### src/rtl/core/psa_pkg.sv
package psa_pkg;

	// Widths of the pixel bytes and of the gain register.
	localparam int PIX_W  = 8;
	localparam int GAIN_W = 11;

	// Gain of 1.0 in Q3.8; this is also the reset value of the register.
	localparam logic [GAIN_W-1:0] GAIN_ONE = 11'd256;

	// Luma weights; their sum is 256, so the luma always fits in one byte.
	localparam int LUMA_SUM_W = 16;
	localparam logic [LUMA_SUM_W-1:0] LUMA_WEIGHT_B = 16'd28;
	localparam logic [LUMA_SUM_W-1:0] LUMA_WEIGHT_G = 16'd151;
	localparam logic [LUMA_SUM_W-1:0] LUMA_WEIGHT_R = 16'd77;

	// Signed difference c - luma, the product with the gain, and the full mix.
	localparam int DIFF_W = PIX_W + 1;
	localparam int PROD_W = DIFF_W + GAIN_W + 1;
	localparam int MIX_W  = PROD_W + 1;

	typedef logic [PIX_W-1:0]  pix_t;
	typedef logic [GAIN_W-1:0] gain_t;
	typedef logic signed [PROD_W-1:0] prod_t;

	// Load enables of the three pipeline stages.
	typedef struct packed {
		logic s1;
		logic s2;
		logic s3;
	} psa_adv_t;

endpackage

### src/rtl/core/pixel_saturation_adjust.sv
// Saturation adjustment of a BGRA pixel stream. Each beat carries one pixel;
// the block computes its luma and moves every color channel toward it or away
// from it by the Q3.8 gain in cfg_wdata (256 leaves the pixel as it is, 0 gives
// gray, larger values strengthen the colors), clamping each channel to 0..255.
// Alpha passes through. The pipeline has three register stages: luma, gain
// product, and add with clamp into the output register, and one pixel is
// taken every cycle as long as the output is not stalled. A stall on the
// output reaches the input only once the bubbles in the pipeline are used
// up. Write the gain only while no pixel is in flight.
module pixel_saturation_adjust (
	input  logic                  clk,
	input  logic                  arst_n,
	input  logic                  cfg_we,
	input  psa_pkg::gain_t        cfg_wdata,
	input  logic                  in_valid,
	output logic                  in_stall,
	input  psa_pkg::pix_t         in_blue,
	input  psa_pkg::pix_t         in_green,
	input  psa_pkg::pix_t         in_red,
	input  psa_pkg::pix_t         in_alpha,
	output logic                  out_valid,
	input  logic                  out_stall,
	output psa_pkg::pix_t         out_blue,
	output psa_pkg::pix_t         out_green,
	output psa_pkg::pix_t         out_red,
	output psa_pkg::pix_t         out_alpha
);

	psa_pkg::gain_t    gain_q;
	psa_pkg::psa_adv_t adv;
	logic              adv1;
	logic              adv2;
	logic              adv3;
	logic              valid_s1;
	logic              valid_s2;
	logic              valid_s3;
	psa_pkg::pix_t     luma_s1;
	psa_pkg::pix_t     blue_s1;
	psa_pkg::pix_t     green_s1;
	psa_pkg::pix_t     red_s1;
	psa_pkg::pix_t     alpha_s1;
	psa_pkg::pix_t     alpha_s2;
	psa_pkg::pix_t     alpha_s3;

	// Gain register.
	always_ff @(posedge clk or negedge arst_n) begin
		if (!arst_n) begin
			gain_q <= psa_pkg::GAIN_ONE;
		end else if (cfg_we) begin
			gain_q <= cfg_wdata;
		end
	end

	// A stage loads when it is empty or when the stage after it moves on.
	assign adv3     = !valid_s3 || !out_stall;
	assign adv2     = !valid_s2 || adv3;
	assign adv1     = !valid_s1 || adv2;
	assign adv      = '{s1: adv1, s2: adv2, s3: adv3};
	assign in_stall = !adv1;

	// Valid bits travel with the data.
	always_ff @(posedge clk or negedge arst_n) begin
		if (!arst_n) begin
			valid_s1 <= 1'b0;
			valid_s2 <= 1'b0;
			valid_s3 <= 1'b0;
		end else begin
			if (adv.s1) begin
				valid_s1 <= in_valid;
			end
			if (adv.s2) begin
				valid_s2 <= valid_s1;
			end
			if (adv.s3) begin
				valid_s3 <= valid_s2;
			end
		end
	end

	// Alpha is only delayed to stay aligned with the colors.
	always_ff @(posedge clk) begin
		if (adv.s1) begin
			alpha_s1 <= in_alpha;
		end
		if (adv.s2) begin
			alpha_s2 <= alpha_s1;
		end
		if (adv.s3) begin
			alpha_s3 <= alpha_s2;
		end
	end

	psa_luma u_luma (
		.clk      (clk),
		.adv      (adv),
		.blue     (in_blue),
		.green    (in_green),
		.red      (in_red),
		.luma_s1  (luma_s1),
		.blue_s1  (blue_s1),
		.green_s1 (green_s1),
		.red_s1   (red_s1)
	);

	psa_chan u_chan_blue (
		.clk       (clk),
		.adv       (adv),
		.gain      (gain_q),
		.color_s1  (blue_s1),
		.luma_s1   (luma_s1),
		.result_s3 (out_blue)
	);

	psa_chan u_chan_green (
		.clk       (clk),
		.adv       (adv),
		.gain      (gain_q),
		.color_s1  (green_s1),
		.luma_s1   (luma_s1),
		.result_s3 (out_green)
	);

	psa_chan u_chan_red (
		.clk       (clk),
		.adv       (adv),
		.gain      (gain_q),
		.color_s1  (red_s1),
		.luma_s1   (luma_s1),
		.result_s3 (out_red)
	);

	assign out_valid = valid_s3;
	assign out_alpha = alpha_s3;

endmodule

### src/rtl/core/psa_luma.sv
module psa_luma (
	input  logic             clk,
	input  psa_pkg::psa_adv_t adv,
	input  psa_pkg::pix_t     blue,
	input  psa_pkg::pix_t     green,
	input  psa_pkg::pix_t     red,
	output psa_pkg::pix_t     luma_s1,
	output psa_pkg::pix_t     blue_s1,
	output psa_pkg::pix_t     green_s1,
	output psa_pkg::pix_t     red_s1
);

	logic [psa_pkg::LUMA_SUM_W-1:0] luma_sum;

	// Weighted sum of the three colors; the top byte is the luma.
	assign luma_sum = {8'd0, blue}  * psa_pkg::LUMA_WEIGHT_B
	                + {8'd0, green} * psa_pkg::LUMA_WEIGHT_G
	                + {8'd0, red}   * psa_pkg::LUMA_WEIGHT_R;

	// First stage register: luma and the source colors.
	always_ff @(posedge clk) begin
		if (adv.s1) begin
			luma_s1  <= luma_sum[psa_pkg::LUMA_SUM_W-1 -: psa_pkg::PIX_W];
			blue_s1  <= blue;
			green_s1 <= green;
			red_s1   <= red;
		end
	end

endmodule

### src/rtl/core/psa_chan.sv
module psa_chan (
	input  logic              clk,
	input  psa_pkg::psa_adv_t adv,
	input  psa_pkg::gain_t    gain,
	input  psa_pkg::pix_t     color_s1,
	input  psa_pkg::pix_t     luma_s1,
	output psa_pkg::pix_t     result_s3
);

	logic signed [psa_pkg::DIFF_W-1:0] diff;
	psa_pkg::prod_t                    prod_s2;
	psa_pkg::pix_t                     luma_s2;
	logic signed [psa_pkg::MIX_W-1:0]  mix;
	psa_pkg::pix_t                     clamped;

	// The mix c*g + luma*(256-g) is rewritten as luma*256 + (c-luma)*g.
	assign diff = $signed({1'b0, color_s1} - {1'b0, luma_s1});

	// Second stage register: the signed product with the gain.
	always_ff @(posedge clk) begin
		if (adv.s2) begin
			prod_s2 <= psa_pkg::PROD_W'(diff * $signed({1'b0, gain}));
			luma_s2 <= luma_s1;
		end
	end

	// Add the luma back, scale down by 256 and saturate to one byte.
	assign mix = psa_pkg::MIX_W'(prod_s2)
	           + $signed({{(psa_pkg::MIX_W-2*psa_pkg::PIX_W){1'b0}}, luma_s2,
	                      {psa_pkg::PIX_W{1'b0}}});

	always_comb begin
		if (mix[psa_pkg::MIX_W-1]) begin
			clamped = '0;
		end else if (mix[psa_pkg::MIX_W-2:2*psa_pkg::PIX_W] != '0) begin
			clamped = '1;
		end else begin
			clamped = mix[2*psa_pkg::PIX_W-1:psa_pkg::PIX_W];
		end
	end

	// Third stage register drives the output byte.
	always_ff @(posedge clk) begin
		if (adv.s3) begin
			result_s3 <= clamped;
		end
	end

endmodule

### config.mk
export PLATFORM = sky130hd
export DESIGN_NAME = pixel_saturation_adjust
export DESIGN_NICKNAME = d
export VERILOG_FILES = /design/src/rtl/core/psa_pkg.sv /design/src/rtl/core/pixel_saturation_adjust.sv /design/src/rtl/core/psa_luma.sv /design/src/rtl/core/psa_chan.sv
export SDC_FILE = /design/constraint.sdc
export NUM_CORES = 1
export LEC_CHECK = 0
export ABC_AREA = 1
export BUFFER_PORTS_ARGS = -buffer_cell sky130_fd_sc_hd__clkbuf_2
export CAP_MARGIN = 20
export CELL_PAD_IN_SITES_DETAIL_PLACEMENT = 1
export CELL_PAD_IN_SITES_GLOBAL_PLACEMENT = 2
export CORE_MARGIN = 2
export CORE_UTILIZATION = 43
export CTS_BUF_LIST = sky130_fd_sc_hd__clkbuf_16
export CTS_CLUSTER_SIZE = 28
export DETAILED_ROUTE_END_ITERATION = 8
export GPL_TIMING_DRIVEN = 0
export PLACE_DENSITY = 0.95
export SLEW_MARGIN = 25
export SYNTH_ARGS = -nofsm -noshare
export SYNTH_HDL_FRONTEND = slang
export SYNTH_SLANG_ARGS = --single-unit
### constraint.sdc
create_clock -name clk -period 14 [get_ports clk]
set_input_delay 2.8 -clock clk [delete_from_list [all_inputs] [get_ports clk]]
set_output_delay 2.8 -clock clk [all_outputs]
set_load 0.01 [all_outputs]
Word level (Yosys, flattened, before mapping)

Index checks and enable logic that the tools add are counted.

Bits in registers: 165
Bits of input ports: 48
Output and inout bits: 34
Logic and storage cells: 46

Add/subtract/negate cells: 8
Multiply operators: 6
Multiplexer cells: 3
Reduce and logical (&&, ||, !) cells: 11

Operators by type and width:

| cell                                               | number |
|---|---|
| adder 21 x 17 -> 22 bit                            | 3 |
| multiplier 9 x 12 -> 21 bit                        | 3 |
| subtractor 8 x 8 -> 9 bit                          | 3 |
| two-way mux 8 bit                                  | 3 |
| adder 13 x 16 -> 16 bit                            | 1 |
| adder 16 x 15 -> 16 bit                            | 1 |
| multiplier 8 x 8 -> 16 bit (second input constant) | 1 |
| multiplier 8 x 7 -> 15 bit (second input constant) | 1 |
| nonzero test 5 bit                                 | 3 |
| multiplier 8 x 3 -> 11 bit (second input constant) | 1 |
| zero test 1 bit                                    | 5 |
| logical OR 1 bit                                   | 3 |

Longest topological paths before layout

Depth in word-level cells: 5
Gate-level depth with buffers: 29
Depth with buffers taken out: 29

By module

From an unflattened synthesis, not the netlist that was laid out.

Cells, all modules: 2,463
Area, all modules: 21,176.6 µm²

By module, submodules not included:

| module                   | instances | cells each | area each (µm²) | sequential area each (µm²) |
|---|---|---|---|---|
| psa_chan at u_chan_red   | 1         | 659        | 5,240.0         | 870.8 |
| psa_chan at u_chan_green | 1         | 657        | 5,218.8         | 870.8 |
| psa_chan at u_chan_blue  | 1         | 651        | 5,202.5         | 870.8 |
| psa_luma                 | 1         | 413        | 4,216.5         | 960.9 |
| pixel_saturation_adjust  | 1         | 83         | 1,298.7         | 1,072.3 |

Worst setup path before layout

Ideal clock, no wire load.

Path type: in2out
Start point: in out_stall
End point: out in_stall
Arrival: 4.999 ns
Required time: 11.200 ns
Setup slack: 6.201 ns
Stages on the path: 4
Cell sequence: nand2_1 > nor2_1 > inv_1 > nor2_1

Word-level cells in the longest chain between the ends: 5

Ends and longest elaborated chain:

| item               | RTL line                      | RTL |
|---|---|---|
| start: declaration | pixel_saturation_adjust.sv:22 | `input logic out_stall,` |
| zero test 1 bit    | pixel_saturation_adjust.sv:55 | `assign adv3 = !valid_s3 \|\| !out_stall;` |
| logical OR 1 bit   | pixel_saturation_adjust.sv:55 |  |
| logical OR 1 bit   | pixel_saturation_adjust.sv:56 | `assign adv2 = !valid_s2 \|\| adv3;` |
| named net adv2     | pixel_saturation_adjust.sv:32 | `logic adv2;` |
| logical OR 1 bit   | pixel_saturation_adjust.sv:57 | `assign adv1 = !valid_s1 \|\| adv2;` |
| zero test 1 bit    | pixel_saturation_adjust.sv:59 | `assign in_stall = !adv1;` |
| end: declaration   | pixel_saturation_adjust.sv:16 | `output logic in_stall,` |

The timed path passes the listed nets, and every way through them passes these cells.

Final worst setup path

Start point: in in_blue[0]
End point: reg u_luma.luma_s1[7] (data pin)

Word-level cells in the longest chain between the ends: 3

Ends and longest elaborated chain:

| item                               | RTL line                      | RTL |
|---|---|---|
| start: declaration                 | pixel_saturation_adjust.sv:17 | `input psa_pkg::pix_t in_blue,` |
| multiplier 8 x 3 -> 11 bit         | psa_luma.sv:16                | `assign luma_sum = {8'd0, blue} * psa_pkg::LUMA_WEIGHT_B` |
| adder 13 x 16 -> 16 bit            | psa_luma.sv:17                | `+ {8'd0, green} * psa_pkg::LUMA_WEIGHT_G` |
| adder 16 x 15 -> 16 bit            | psa_luma.sv:18                | `+ {8'd0, red} * psa_pkg::LUMA_WEIGHT_R;` |
| named net u_luma.luma_sum, one bit | psa_luma.sv:13                | `logic [psa_pkg::LUMA_SUM_W-1:0] luma_sum;` |
| end signal: assignment             | psa_luma.sv:23                | `luma_s1 <= luma_sum[psa_pkg::LUMA_SUM_W-1 -: psa_pkg::PIX_W];` |
| end: declaration                   | psa_luma.sv:7                 | `output psa_pkg::pix_t luma_s1,` |

The timed path passes the listed nets, and every way through them passes these cells.
A chain may end at the register's enable or synchronous reset.

==> flow_metrics.py <==
metrics = {
    "yosys": {
        "synthCells": 2413,
        "yosysTopAreaCell": "fa_1",
        "synth-edff-count": 127,
        "synth_area_um2": 20450,
        "ys.flop_type": "edfxtp_1",
        "ys_ff_latch": 141,
        "synth_cell_type_count": 45,
        "yosys-top-cells-area": "fa_1, edfxtp_1, ha_1",
        "syn-num-nets": 3006,
        "seq_area_frac_synth_pct": 20.37,
        "syn_avg_cell_area_um2": 8.476,
        "async_reset_ff_share_pct": 9.929,
        "synth_warnings": 0,
        "synth.top_cell.area_share_pct": 25.16,
    },
    "cells_and_area": {
        "final_nets": 3107,
        "fillers": 5729,
        "multiInputGateArea_um2": 14190,
        "seq_area_um2": 4165,
        "area_growth_pct": 8.895,
        "layout-drive-gt1-share_pct": 6.965,
        "post-route-util_pct": 47.64,
    },
    "setup_path": {
        "cpPeakStageDelay_ns": 0.52,
        "cp_common_cell": "nand2_1",
        "critPathKind": "primary input to register",
        "cp_max_fo": 6,
        "end_kind": "register",
        "cp.required_ns": 14.22,
        "critPathArrivalTime_ns": 7.74,
        "start_kind": "primary input",
        "r2r_slack_ns": 7.17,
        "crit_path_cell_trace": "clkbuf_2 > fa_1 > ha_1 > fa_1 > nand3_1 > nand2_1 > nand2_1 > nand2_1 > a21o_1 > xnor2_1 > inv_1 > ha_1 > inv_1 > fa_1 > inv_1 > fa_1 > ha_1 > a21oi_1 > o21ai_0 > a211oi_1 > nand2_1 > nand2_1 > nand2_1",
        "crit_slowest_cell": "fa_1",
    },
    "die": {
        "core_area_um2": 46750,
        "dieArea_um2": 49320,
        "start_util_pct": 43.74,
        "die_x_um": 222.1,
        "die_h_um": 222.1,
        "rows": 79,
        "ioPinCount": 82,
    },
    "sta": {
        "hold_slack_ns": 0.4200,
        "worst_slack_ns": 6.479,
        "rsz0062_at_grt": "no",
        "fin_crit_ns": 7.521,
        "fmaxAchievable_mhz": 133.0,
        "finalSetupViolCount": 0,
        "finalHoldViolations": 0,
        "fin_crit_sh_pct": 53.72,
        "finClkSkew_ns": 0.01253,
        "setup_tns_ns": 0,
        "tightestPinTransition_ns": 0.9498,
        "finalMaxSlewViolations": 0,
        "maxSlewHeadroom_pct": 36.68,
    },
    "clocking": {
        "cts_max_level": 4,
        "cts_sinks": 141,
        "postCtsHoldBufs": 0,
        "cts_tree": "built",
        "cts_inserted_buffers": 17,
        "worst_skew_pair.late_latency_ns": 0.47,
        "clock_path_buffers": 2,
        "cts_resized": 0,
        "cts-root-buf": "clkbuf_16",
        "clk_pin_slew_ns": 0.07,
        "cts_setup_buffers": 0,
    },
    "place": {
        "hpwl_um": 49650,
        "port_buffers": 81,
        "gp_congestion": 0.8693,
        "pre_cts_ws_ns": 5.979,
    },
    "worst_hold_path": {
        "hold_path_class": "register to register",
    },
    "route": {
        "drt_iter0_markers": 765,
        "post_drt_via_cell_ratio": 5.196,
        "vias": 16290,
        "drc": 0,
        "drtAntennaViolNets": 0,
        "wl_um": 58630,
        "wl_per_cell_um": 18.70,
        "first_pass_iters": 5,
    },
    "outcome": {
        "status": "finished, final reports clean",
    },
    "global_route": {
        "grt_pass1_wl_um": 94920,
        "grt_pass1_vias": 18110,
        "grt_antenna_before_repair": 1,
        "gr-total-overflow": 0,
        "grt_usage_pct": 24.93,
        "grt_start_max_net_pins": 58,
    },
    "flow_run": {
        "drv_cap": 0,
    },
}
-- Yosys cell counts, types with 6 or more instances --
cell and instances:
nand4_1 20, clkbuf_1 30, inv_1 508, a21oi_1 72, ha_1 288, nand2_2 13, dfrtp_1 13, clkinv_1 7
nor2_4 6, nor2_1 232, o21ai_0 29, xnor2_1 24, nor3_1 24, nand3_1 112, nand2_1 522, a31oi_1 7
nand3b_1 7, xor2_1 38, a21o_1 8, or2_2 9, fa_1 257, inv_2 9, edfxtp_1 127
-- cells in the final DEF, fill, tap and decap left out, drive strengths merged --
| cell | instances |
|---|---|
| inv | 526 |
| dfrtp | 13 |
| nand3b | 7 |
| o211ai | 3 |
| a211oi | 3 |
| and2 | 1 |
| a21boi | 2 |
| o211a | 2 |
| o311ai | 1 |
| nand3 | 117 |
| o31ai | 1 |
| nand4 | 20 |
| fa | 257 |
| clkbuf | 128 |
| xnor2 | 24 |
| nand2 | 535 |
| o21bai | 5 |
| a221oi | 3 |
| a31oi | 8 |
| bufinv | 2 |
| a21oi | 75 |
| nor3 | 25 |
| buf | 6 |
| edfxtp | 127 |
| nor2 | 239 |
| diode | 1 |
| a21o | 8 |
| xor2 | 39 |
| dfstp | 1 |
| clkinvlp | 1 |
| o21ai | 36 |
| ha | 288 |
| nor4 | 3 |
| or2 | 11 |
| clkinv | 10 |
-- sequential cells by signal (all words and copies together) (netlist names), 11 cells and up --
name,cells
u_chan_red.prod_s2,13
u_chan_green.prod_s2,13
u_chan_blue.prod_s2,13
gain_q,11
-- metal layers --
layer	global-route usage (%)	wire (um)
met4	9.808	2113
met2	45.58	30370
met5	0	0
met3	4.201	2262
met1	28.95	23880
-- final timing paths --
kind                                        startpoint  depth (start not counted)                                end
setup reg to reg           u_luma.luma_s1[0]$_DFFE_PN_                         27  u_chan_blue.prod_s2[19]$_DFFE_PP_
hold / removal                   alpha_s2[7]$_DFFE_PP_                          0             out_alpha[7]$_DFFE_PP_
setup / recovery                            in_blue[0]                         23        u_luma.luma_s1[7]$_DFFE_PN_
min in group asynchronous                       arst_n                          1             gain_q[10]$_DFFE_PN0P_
max in group asynchronous                       arst_n                          1              gain_q[8]$_DFFE_PN1P_
hold reg to reg                  alpha_s2[7]$_DFFE_PP_                          0             out_alpha[7]$_DFFE_PP_
-- critical path: cells and delay by family --
family	cells	cell delay [ns]
fa+ha+maj	7	2.85
xor+xnor	1	0.14
simple gates	7	0.57
compound gates	4	1.03
buf+inv	4	0.36
-- final cells by class --
cell class	instances	share of cell area [%]
clock buffer	17	1.910
sequential	141	18.70
tap	607	3.410
antenna	1	0.01124
multi-input combinational	1713	63.71
clock inverter	15	0.8708
timing repair buffer	82	1.910
buffer	35	0.6292
inverter	524	8.843
-- logic make-up after synthesis --
kind of cell    after synthesis  synth area share [%]
buf+inv                     559                 10.30
simple gates                958                 19.55
compound gates              147                 4.221
flops                       141                 20.37
xor+xnor                     63                 2.790
fa+ha+maj                   545                 42.77
-- stage by stage --
stage               cells  area (um^2)
floorplan            2413        20450
global placement     3101        21620
detailed placement   3102        21640
CTS                  3134        22260
global route         3134        22270
finish               3135        22270
Power is not shown: default switching activity piles up to over one toggle a cycle in this logic, so the estimate is an artifact.
